[config.mk]
export PLATFORM = sky130hd
export DESIGN_NAME = sensor_packet_plausibility_filter
export DESIGN_NICKNAME = d
export VERILOG_FILES = /design/src/sppf_pkg.sv /design/src/sppf_cfg.sv /design/src/sppf_core.sv /design/src/sensor_packet_plausibility_filter.sv
export VERILOG_INCLUDE_DIRS = /design/src /design/src/src
export SDC_FILE = /design/constraint.sdc
export NUM_CORES = 1
export LEC_CHECK = 0
export ABC_AREA = 1
export CAP_MARGIN = 20
export CORE_MARGIN = 2
export CORE_UTILIZATION = 52
export DETAILED_ROUTE_END_ITERATION = 10
export DONT_BUFFER_PORTS = 1
export PLACE_DENSITY = 0.67
export SLEW_MARGIN = 20
export SYNTH_ARGS = -nofsm -noshare
export SYNTH_HDL_FRONTEND = slang
export SYNTH_HIERARCHICAL = 1
export SYNTH_SLANG_ARGS = --single-unit
[constraint.sdc]
create_clock -name clk -period 8.6 [get_ports clk]
set_input_delay 0.86 -clock clk [delete_from_list [all_inputs] [get_ports clk]]
set_output_delay 0.86 -clock clk [all_outputs]
set_load 0.05 [all_outputs]
[src/sensor_packet_plausibility_filter_defines.svh]
// Assertion macros used by the plausibility filter core
`ifndef SENSOR_PACKET_PLAUSIBILITY_FILTER_DEFINES_SVH
`define SENSOR_PACKET_PLAUSIBILITY_FILTER_DEFINES_SVH

// Same-cycle implication, disabled while reset is asserted
`define SPPF_ASSERT_IMP(label, clk, rst_n, ante, cons, msg) \
  label: assert property (@(posedge clk) disable iff (!rst_n) (ante) |-> (cons)) \
    else $error(msg);

// Next-cycle implication, disabled while reset is asserted
`define SPPF_ASSERT_NXT(label, clk, rst_n, ante, cons, msg) \
  label: assert property (@(posedge clk) disable iff (!rst_n) (ante) |=> (cons)) \
    else $error(msg);

`endif

[src/sppf_pkg.sv]
// Types, constants and codes shared by the plausibility filter modules
`timescale 1ns / 1ps
`default_nettype none

package sppf_pkg;

  // Readings needed in a row before packets are accepted
  localparam int BASE_LEN = 4;
  localparam int GCNT_W   = $clog2(BASE_LEN + 1);
  localparam logic [GCNT_W-1:0] GCNT_FULL = GCNT_W'(BASE_LEN);
  localparam logic [GCNT_W-1:0] GCNT_LAST = GCNT_W'(BASE_LEN - 1);
  localparam logic [GCNT_W-1:0] GCNT_ONE  = GCNT_W'(1);

  // Plausible range, tenths of a degree
  localparam logic signed [11:0] TEMP_MIN = -12'sd500;
  localparam logic signed [11:0] TEMP_MAX = 12'sd500;
  localparam logic [7:0]         HUM_LIMIT = 8'd100;

  localparam int FLAGS_W     = 10;
  localparam int FLG_BADID   = 0;
  localparam int FLG_CHANNEL = 1;
  localparam int FLG_HUMID   = 2;
  localparam int FLG_RANGE   = 3;
  localparam int FLG_START   = 4;
  localparam int FLG_JUMP    = 5;
  localparam int FLG_READY   = 6;
  localparam int FLG_TIMEOUT = 7;
  localparam int FLG_RESET   = 8;
  localparam int FLG_BATTERY = 9;

  typedef enum logic [1:0] {
    MODE_PACKET = 2'd0,
    MODE_TICK   = 2'd1,
    MODE_FETCH  = 2'd2,
    MODE_SPARE  = 2'd3
  } mode_t;

  typedef enum logic [2:0] {
    CFG_OWN_ID     = 3'd0,
    CFG_MAX_CHAN   = 3'd1,
    CFG_TEMP_CORR  = 3'd2,
    CFG_HUM_CHK    = 3'd3,
    CFG_JUMP_LIM   = 3'd4,
    CFG_SILENCE    = 3'd5,
    CFG_UPLOAD     = 3'd6,
    CFG_BATT_NOTE  = 3'd7
  } cfg_idx_t;

  typedef struct packed {
    logic [7:0]        own_id;
    logic [2:0]        max_chan;
    logic signed [7:0] temp_corr;
    logic              hum_chk;
    logic [9:0]        jump_lim;
    logic [31:0]       silence_ms;
    logic [31:0]       upload_ms;
    logic [31:0]       batt_note_ms;
  } cfg_t;

  typedef struct packed {
    mode_t              mode;
    logic [31:0]        now_ms;
    logic [7:0]         packet_id;
    logic [2:0]         packet_channel;
    logic [7:0]         packet_humidity;
    logic signed [11:0] packet_temp;
    logic               battery_ok;
    logic [31:0]        packet_time_ms;
  } item_t;

  typedef struct packed {
    logic               accepted;
    logic [FLAGS_W-1:0] status_flags;
    logic               upload_needed;
    logic signed [12:0] stored_temp;
    logic [7:0]         stored_humidity;
    logic [2:0]         stored_channel;
    logic               stored_battery_ok;
    logic [31:0]        stored_time_ms;
  } result_t;

endpackage

`default_nettype wire

[src/sppf_cfg.sv]
// Configuration register file of the plausibility filter
`timescale 1ns / 1ps
`default_nettype none

module sppf_cfg
  import sppf_pkg::*;
(
  input  wire logic        clk,
  input  wire logic        rst_n,
  input  wire logic        cfg_we,
  input  wire logic [2:0]  cfg_addr,
  input  wire logic [31:0] cfg_wdata,
  output cfg_t             cfg
);

  cfg_t cfg_r;
  cfg_t cfg_nxt;

  always_comb begin
    cfg_nxt = cfg_r;
    if (cfg_we) begin
      unique case (cfg_idx_t'(cfg_addr))
        CFG_OWN_ID:    cfg_nxt.own_id       = cfg_wdata[7:0];
        CFG_MAX_CHAN:  cfg_nxt.max_chan     = cfg_wdata[2:0];
        CFG_TEMP_CORR: cfg_nxt.temp_corr    = cfg_wdata[7:0];
        CFG_HUM_CHK:   cfg_nxt.hum_chk      = cfg_wdata[0];
        CFG_JUMP_LIM:  cfg_nxt.jump_lim     = cfg_wdata[9:0];
        CFG_SILENCE:   cfg_nxt.silence_ms   = cfg_wdata;
        CFG_UPLOAD:    cfg_nxt.upload_ms    = cfg_wdata;
        CFG_BATT_NOTE: cfg_nxt.batt_note_ms = cfg_wdata;
        default:       cfg_nxt = cfg_r;
      endcase
    end
  end

  always_ff @(posedge clk) begin
    if (!rst_n) begin
      cfg_r.own_id       <= 8'd0;
      cfg_r.max_chan     <= 3'd4;
      cfg_r.temp_corr    <= 8'sd0;
      cfg_r.hum_chk      <= 1'b1;
      cfg_r.jump_lim     <= 10'd50;
      cfg_r.silence_ms   <= 32'd600000;
      cfg_r.upload_ms    <= 32'd600000;
      cfg_r.batt_note_ms <= 32'd86400000;
    end else begin
      cfg_r <= cfg_nxt;
    end
  end

  assign cfg = cfg_r;

endmodule

`default_nettype wire

[src/sppf_core.sv]
// Sensor state and the step logic of the plausibility filter
`timescale 1ns / 1ps
`default_nettype none
`include "sensor_packet_plausibility_filter_defines.svh"

module sppf_core
  import sppf_pkg::*;
(
  input  wire logic  clk,
  input  wire logic  rst_n,
  input  wire logic  step_en,
  input  wire item_t item,
  input  wire cfg_t  cfg,
  output result_t    res
);

  logic signed [11:0] baseline_r, baseline_nxt;
  logic [GCNT_W-1:0]  good_count_r, good_count_nxt;
  logic [31:0]        last_good_r, last_good_nxt;
  logic [2:0]         seen_chan_r, seen_chan_nxt;
  logic [7:0]         seen_hum_r, seen_hum_nxt;
  logic [31:0]        batt_note_r, batt_note_nxt;
  logic               fresh_r, fresh_nxt;
  logic signed [12:0] kept_temp_r, kept_temp_nxt;
  logic [7:0]         kept_hum_r, kept_hum_nxt;
  logic [2:0]         kept_chan_r, kept_chan_nxt;
  logic               kept_batt_r, kept_batt_nxt;
  logic [31:0]        kept_time_r, kept_time_nxt;
  logic signed [12:0] up_temp_r, up_temp_nxt;
  logic [31:0]        up_time_r, up_time_nxt;

  logic signed [12:0] temp_diff;
  logic [12:0]        abs_diff;
  logic               jump_over;
  logic               in_range;
  logic signed [12:0] temp_sum;
  logic [31:0]        batt_elapsed;
  logic [31:0]        silence_elapsed;
  logic [31:0]        up_elapsed;
  logic [GCNT_W-1:0]  gc_base;
  logic               reject;
  logic               acc;
  logic [FLAGS_W-1:0] flags;
  logic               up_fresh;
  logic               upload;

  assign temp_diff = {baseline_r[11], baseline_r} - {item.packet_temp[11], item.packet_temp};
  assign abs_diff  = temp_diff[12] ? 13'(-temp_diff) : 13'(temp_diff);
  assign jump_over = abs_diff > {3'b000, cfg.jump_lim};
  assign in_range  = (item.packet_temp >= TEMP_MIN) && (item.packet_temp <= TEMP_MAX);
  assign temp_sum  = {item.packet_temp[11], item.packet_temp}
                   + {{5{cfg.temp_corr[7]}}, cfg.temp_corr};

  // Wrapping millisecond distances
  assign batt_elapsed    = item.now_ms - batt_note_r;
  assign silence_elapsed = item.now_ms - last_good_r;
  assign up_elapsed      = item.now_ms - up_time_r;

  always_comb begin
    baseline_nxt   = baseline_r;
    good_count_nxt = good_count_r;
    last_good_nxt  = last_good_r;
    seen_chan_nxt  = seen_chan_r;
    seen_hum_nxt   = seen_hum_r;
    batt_note_nxt  = batt_note_r;
    fresh_nxt      = fresh_r;
    kept_temp_nxt  = kept_temp_r;
    kept_hum_nxt   = kept_hum_r;
    kept_chan_nxt  = kept_chan_r;
    kept_batt_nxt  = kept_batt_r;
    kept_time_nxt  = kept_time_r;
    up_temp_nxt    = up_temp_r;
    up_time_nxt    = up_time_r;
    gc_base        = good_count_r;
    reject         = 1'b0;
    acc            = 1'b0;
    flags          = '0;

    unique case (item.mode)
      MODE_PACKET: begin
        if (item.packet_id != cfg.own_id) begin
          flags[FLG_BADID] = 1'b1;
        end else begin
          // Warn when a bad channel or humidity value differs from the last warned
          if (item.packet_channel > cfg.max_chan && item.packet_channel != seen_chan_r) begin
            flags[FLG_CHANNEL] = 1'b1;
            seen_chan_nxt      = item.packet_channel;
          end
          if (cfg.hum_chk && item.packet_humidity > HUM_LIMIT
              && item.packet_humidity != seen_hum_r) begin
            flags[FLG_HUMID] = 1'b1;
            seen_hum_nxt     = item.packet_humidity;
          end
          if (!in_range) begin
            flags[FLG_RANGE] = 1'b1;
          end else begin
            if (good_count_r == '0) begin
              flags[FLG_START] = 1'b1;
            end else if (jump_over) begin
              flags[FLG_JUMP] = 1'b1;
              // Drop the packet once the baseline is full, else restart it
              if (good_count_r >= GCNT_FULL) begin
                reject = 1'b1;
              end else begin
                gc_base = '0;
              end
            end
            if (!reject) begin
              baseline_nxt  = item.packet_temp;
              last_good_nxt = item.packet_time_ms;
              if (gc_base < GCNT_FULL) begin
                good_count_nxt = gc_base + GCNT_ONE;
                if (gc_base == GCNT_LAST) begin
                  acc              = 1'b1;
                  flags[FLG_READY] = 1'b1;
                end
              end else begin
                good_count_nxt = gc_base;
                acc            = 1'b1;
              end
            end
          end
        end
        if (acc) begin
          kept_temp_nxt = temp_sum;
          kept_hum_nxt  = item.packet_humidity;
          kept_chan_nxt = item.packet_channel;
          kept_batt_nxt = item.battery_ok;
          kept_time_nxt = item.packet_time_ms;
          fresh_nxt     = 1'b1;
          if (!item.battery_ok && batt_elapsed > cfg.batt_note_ms) begin
            flags[FLG_BATTERY] = 1'b1;
            batt_note_nxt      = item.now_ms;
          end
        end
      end
      MODE_TICK: begin
        if (last_good_r != '0 && silence_elapsed > cfg.silence_ms && good_count_r != '0) begin
          flags[FLG_TIMEOUT] = 1'b1;
          if (good_count_r > GCNT_ONE) begin
            good_count_nxt   = '0;
            flags[FLG_RESET] = 1'b1;
          end
          last_good_nxt = item.now_ms;
        end
      end
      MODE_FETCH: begin
        up_temp_nxt = kept_temp_r;
        up_time_nxt = kept_time_r;
        fresh_nxt   = 1'b0;
      end
      MODE_SPARE: begin
      end
      default: begin
      end
    endcase
  end

  // A fetch decides on the state before it clears the new-data mark
  assign up_fresh = (item.mode == MODE_FETCH) ? fresh_r : fresh_nxt;
  assign upload   = up_fresh && (up_time_r == '0 || kept_temp_nxt != up_temp_r
                                 || up_elapsed > cfg.upload_ms);

  always_ff @(posedge clk) begin
    if (!rst_n) begin
      baseline_r   <= '0;
      good_count_r <= '0;
      last_good_r  <= '0;
      seen_chan_r  <= '0;
      seen_hum_r   <= '0;
      batt_note_r  <= '0;
      fresh_r      <= 1'b0;
      kept_temp_r  <= '0;
      kept_hum_r   <= '0;
      kept_chan_r  <= '0;
      kept_batt_r  <= 1'b0;
      kept_time_r  <= '0;
      up_temp_r    <= '0;
      up_time_r    <= '0;
    end else if (step_en) begin
      baseline_r   <= baseline_nxt;
      good_count_r <= good_count_nxt;
      last_good_r  <= last_good_nxt;
      seen_chan_r  <= seen_chan_nxt;
      seen_hum_r   <= seen_hum_nxt;
      batt_note_r  <= batt_note_nxt;
      fresh_r      <= fresh_nxt;
      kept_temp_r  <= kept_temp_nxt;
      kept_hum_r   <= kept_hum_nxt;
      kept_chan_r  <= kept_chan_nxt;
      kept_batt_r  <= kept_batt_nxt;
      kept_time_r  <= kept_time_nxt;
      up_temp_r    <= up_temp_nxt;
      up_time_r    <= up_time_nxt;
    end
  end

  assign res.accepted          = acc;
  assign res.status_flags      = flags;
  assign res.upload_needed     = upload;
  assign res.stored_temp       = kept_temp_nxt;
  assign res.stored_humidity   = kept_hum_nxt;
  assign res.stored_channel    = kept_chan_nxt;
  assign res.stored_battery_ok = kept_batt_nxt;
  assign res.stored_time_ms    = kept_time_nxt;

  `SPPF_ASSERT_IMP(a_acc_full_count, clk, rst_n, step_en && acc, item.mode == MODE_PACKET && good_count_nxt == GCNT_FULL, "accepted without a full baseline")
  `SPPF_ASSERT_IMP(a_reset_has_timeout, clk, rst_n, step_en && flags[FLG_RESET], flags[FLG_TIMEOUT], "baseline reset without timeout")
  `SPPF_ASSERT_NXT(a_fetch_clears, clk, rst_n, step_en && item.mode == MODE_FETCH, !fresh_r && up_time_r == $past(kept_time_r), "fetch did not take the kept reading")
  `SPPF_ASSERT_IMP(a_count_bound, clk, rst_n, 1'b1, good_count_r <= GCNT_FULL, "good count beyond baseline length")

endmodule

`default_nettype wire

[src/sensor_packet_plausibility_filter.sv]
// Top level of the sensor packet plausibility filter: stream registers around the core
//
//   channel | dir | handshake           | payload
//   in_     | in  | in_tvalid/in_tready | in_tdata (96 b), in_tuser (mode)
//   out_    | out | out_tvalid/out_tready | out_tdata (72 b)
//   cfg_    | in  | cfg_we              | cfg_addr, cfg_wdata
//
// One transaction per cycle sustained while out_tready stays high; a result goes
// through the input and output registers. The sensor state loop sets the rate.
// Reset (rst_n low, synchronous) clears all sensor state and loads register defaults;
// no clearing pass follows. With out_tready low, an input register and an output
// register each hold a transaction before in_tready drops.
`timescale 1ns / 1ps
`default_nettype none

module sensor_packet_plausibility_filter
  import sppf_pkg::*;
(
  input  wire logic        clk,
  input  wire logic        rst_n,
  input  wire logic        cfg_we,
  input  wire logic [2:0]  cfg_addr,
  input  wire logic [31:0] cfg_wdata,
  input  wire logic        in_tvalid,
  output logic             in_tready,
  // now_ms[31:0], packet_id[39:32], packet_channel[42:40], packet_humidity[50:43],
  // packet_temp[62:51], battery_ok[63], packet_time_ms[95:64]
  input  wire logic [95:0] in_tdata,
  // mode[1:0]
  input  wire logic [1:0]  in_tuser,
  output logic             out_tvalid,
  input  wire logic        out_tready,
  // accepted[0], status_flags[10:1], upload_needed[11], stored_temp[24:12],
  // stored_humidity[32:25], stored_channel[35:33], stored_battery_ok[36],
  // stored_time_ms[68:37], zero[71:69]
  output logic [71:0]      out_tdata
);

  cfg_t    cfg;
  item_t   in_item_r, in_item_nxt;
  logic    in_valid_r;
  result_t core_res;
  result_t out_res_r;
  logic    out_valid_r;
  logic    advance;

  sppf_cfg u_cfg (
    .clk       (clk),
    .rst_n     (rst_n),
    .cfg_we    (cfg_we),
    .cfg_addr  (cfg_addr),
    .cfg_wdata (cfg_wdata),
    .cfg       (cfg)
  );

  assign in_item_nxt.mode            = mode_t'(in_tuser);
  assign in_item_nxt.now_ms          = in_tdata[31:0];
  assign in_item_nxt.packet_id       = in_tdata[39:32];
  assign in_item_nxt.packet_channel  = in_tdata[42:40];
  assign in_item_nxt.packet_humidity = in_tdata[50:43];
  assign in_item_nxt.packet_temp     = in_tdata[62:51];
  assign in_item_nxt.battery_ok      = in_tdata[63];
  assign in_item_nxt.packet_time_ms  = in_tdata[95:64];

  // Step the held transaction whenever the output register is free or draining
  assign advance   = in_valid_r && (!out_valid_r || out_tready);
  assign in_tready = !in_valid_r || advance;

  always_ff @(posedge clk) begin
    if (!rst_n) begin
      in_valid_r <= 1'b0;
    end else if (in_tready) begin
      in_valid_r <= in_tvalid;
    end
  end

  always_ff @(posedge clk) begin
    if (in_tvalid && in_tready) begin
      in_item_r <= in_item_nxt;
    end
  end

  sppf_core u_core (
    .clk     (clk),
    .rst_n   (rst_n),
    .step_en (advance),
    .item    (in_item_r),
    .cfg     (cfg),
    .res     (core_res)
  );

  always_ff @(posedge clk) begin
    if (!rst_n) begin
      out_valid_r <= 1'b0;
    end else if (advance) begin
      out_valid_r <= 1'b1;
    end else if (out_tready) begin
      out_valid_r <= 1'b0;
    end
  end

  always_ff @(posedge clk) begin
    if (advance) begin
      out_res_r <= core_res;
    end
  end

  assign out_tvalid = out_valid_r;
  assign out_tdata  = {3'b000,
                       out_res_r.stored_time_ms,
                       out_res_r.stored_battery_ok,
                       out_res_r.stored_channel,
                       out_res_r.stored_humidity,
                       out_res_r.stored_temp,
                       out_res_r.upload_needed,
                       out_res_r.status_flags,
                       out_res_r.accepted};

endmodule

`default_nettype wire
==> results.md <==
* DRT Pass-1 Iters at 5
* Top delay family on crit path: compound AO/OA/AOI/OAI gates
* WHS at 0.341 ns
* RSZ-0062 raised after global routing: no
* Port buffer count at 0
* Clk sinks at 488
* Row count at 84
* Register bit total from synthesis at 488
* Total leakage power at 0.0129 uW
* Commonest cells in the netlist: nand2_1 (707), inv_1 (497), a21oi_1 (359), dfxtp_1 (321), nor2_1 (321)
* Top cell type by total area after synthesis: dfxtp_1
* Pins Over Slew Limit at 0
* Vias in the first global route at 22,200
* Largest net degree at the start of global routing at 223
* CTS tree: yes
* Relative slew slack at 27.9%
* CP most frequent cell: nand2_1
* CTS Buffer Depth at 3
* TNS Setup at 0 ns
* Area Overhead vs Synth at 7.47%
* Synth warn at 6
* CTS-repair resized insts at 0
* Gr ovfl total at 0
* Global Route Usage Sum at 27.2%
* Core Box Area at 52,700 um^2
* Routed WL per cell at 18.2 um
* Reg2Reg Setup Slack at 2.26 ns
* Mean post-synth cell area at 7.83 um^2
* Dominant synthesized flop cell: dfxtp_1
* # setup viols final at 0
* First-pass GRT wire length at 119,000 um
* Outcome: finished, final reports clean
* Synth top area share at 23.1%
* Hold Path Class: in -> reg
* Worst EP required at 9.04 ns
* First DRT Iteration DRCs at 1,577
* CP Capture Type: register
* Residual DRC at 0
* Final ANT Viol Nets at 0
* Cells after synthesis at 3,549
* Critical-path maximum fanout at 62
* Minimum clock period after layout at 6.34 ns
* WL final at 77,000 um
* CTS Buf Count at 51
* Die Wd at 235 um
* Slowest stage delay, CP at 0.55 ns
* Achievable frequency at 158 MHz
* # Max-Cap Violations at 0
* # nets final at 3,866
* Gp weighted congestion at 0.932
* DIE HEIGHT at 235 um
* Initial core utilization at 52.7%
* Post-synth EDFFs at 167
* Post-DP HPWL at 57,500 um
* CP arrival at 6.78 ns
* Setup bufs post-CTS at 0
* PwrDens at 189 nW/um^2
* Initial antenna violation count at 12
* Final period util at 73.7%
* Worst Tran Pin Value at 1.08 ns
* Via count at 23,100
* Worst vdd ir at 202 uV
* Clock Skew at 0.0212 ns
* IO Count at 212
* Fin. Hold Viols at 0
* Die ar. at 55,300 um^2
* Number of fill cells at 4,886
* Root Driver: clkbuf_16
* WS Path Type: reg -> reg
* Sequential cell area fraction in the yosys report at 41.2%
* Hold_buf cts at 0
* Area contributors post-synth: dfxtp_1 (23%), edfxtp_1 (18%), ha_1 (10%), nand2_1 (9.6%), inv_1 (6.7%)
* Critical Path Start Type: register
* Mapped cell area at 27,800 um^2
* Vias per inst at 5.45
* Clk slew on worst S/H paths at 0.06 ns
* Post-synthesis async set-or-reset flop share at 0%
* H-Tree Depth at 2
* CP bufs+invs at 3
* Share of layout cells above drive strength 1 at 4.69%
* Unique masters post-synth at 60
* Count leader, synth: nand2_1
* Slowest cell on the critical path: nand2_2
* Worst skew pair latency at 0.61 ns
[layout make-up]
type	instances	area [um^2]	share of cell area [%]
multi-input combinational	2434	13800	46.4
inverter	509	1910	6.41
clock buffer	66	1340	4.50
timing repair buffer	11	82.6	0.277
sequential	488	11400	38.3
tap	688	861	2.88
clock inverter	30	342	1.14
antenna	6	15.0	0.0503
[flip-flops by register name, summed over array words and instances, names as in the netlist, 13 cells and up]
signal and count:
in_item_r 98, out_tdata 69, u_cfg/cfg 126, u_core/batt_note_r 32, u_core/kept_temp_r 13, u_core/kept_time_r 32
u_core/last_good_r 32, u_core/up_temp_r 13, u_core/up_time_r 32
[cells in the final DEF (no fill, tap or decap), types with 91 or more instances in the layout]
cell	Yosys	final
nand2_1	707	707
inv_1	497	496
a21oi_1	359	358
dfxtp_1	321	321
nor2_1	321	320
ha_1	228	228
o21ai_0	186	186
nand3_1	181	180
edfxtp_1	167	167
xor2_1	91	91
[worst paths after layout]
kind	startpoint	end	cells past startpoint
worst min register to register	u_cfg/cfg[18]$_SDFFE_PN1P_	u_cfg/cfg[18]$_SDFFE_PN1P_	2
worst max-delay path	in_item_r[64]$_DFFE_PP_	u_core/batt_note_r[26]$_SDFFE_PN0P_	28
worst max register to register	in_item_r[64]$_DFFE_PP_	u_core/batt_note_r[26]$_SDFFE_PN0P_	28
worst min-delay path	in_tuser[1]	in_item_r[97]$_DFFE_PP_	0
[power by group]
part	switching, uW	total, uW	internal (uW)
logic	535	838	303
registers	108	2580	2470
clock network	945	2230	1290
[logic make-up (layout without fill, tap and decap cells)]
| kind of cell | Yosys count | count (layout) | share of synthesized area [%] |
|---|---|---|---|
| AND/OR/NAND/NOR | 1351 | 1351 | 20.5 |
| AO/OA/AOI/OAI | 725 | 725 | 14.6 |
| buffers and inverters | 629 | 616 | 9.13 |
| flip-flops | 488 | 488 | 41.2 |
| adder cells (fa/ha/maj) | 233 | 233 | 10.6 |
| XOR/XNOR | 122 | 122 | 3.85 |
| other | 1 | 9 | 0.0135 |
[stage by stage]
| step | power (uW) | cell area, um^2 | utilization [%] | std cells | worst slack (ns) |
|---|---|---|---|---|---|
| 2_1_floorplan | 3240 | 27800 | - | 3551 | 2.57 |
| 3_3_place_gp | 3430 | 28100 | 53.5 | 4130 | 2.49 |
| 3_5_place_dp | 3460 | 28100 | 53.5 | 4130 | 2.32 |
| 4_1_cts | 5690 | 29800 | 56.7 | 4226 | 2.30 |
| 5_1_grt | 5910 | 29800 | 56.7 | 4232 | 1.59 |
| 6_report | 5650 | 29800 | 56.7 | 4232 | 2.26 |
[metal layers]
metal | global-route usage [%] | vias to the layer above | part of all wire (%)
met5 | 0 | - | 0.11
met4 | 13.3 | 12 | 4.6
met3 | 4.20 | 177 | 4.4
met2 | 49.2 | 558 | 51
met1 | 31.1 | 10700 | 40
li1 | - | 11600 | -
Note: power is estimated with default switching activity, not from simulation.
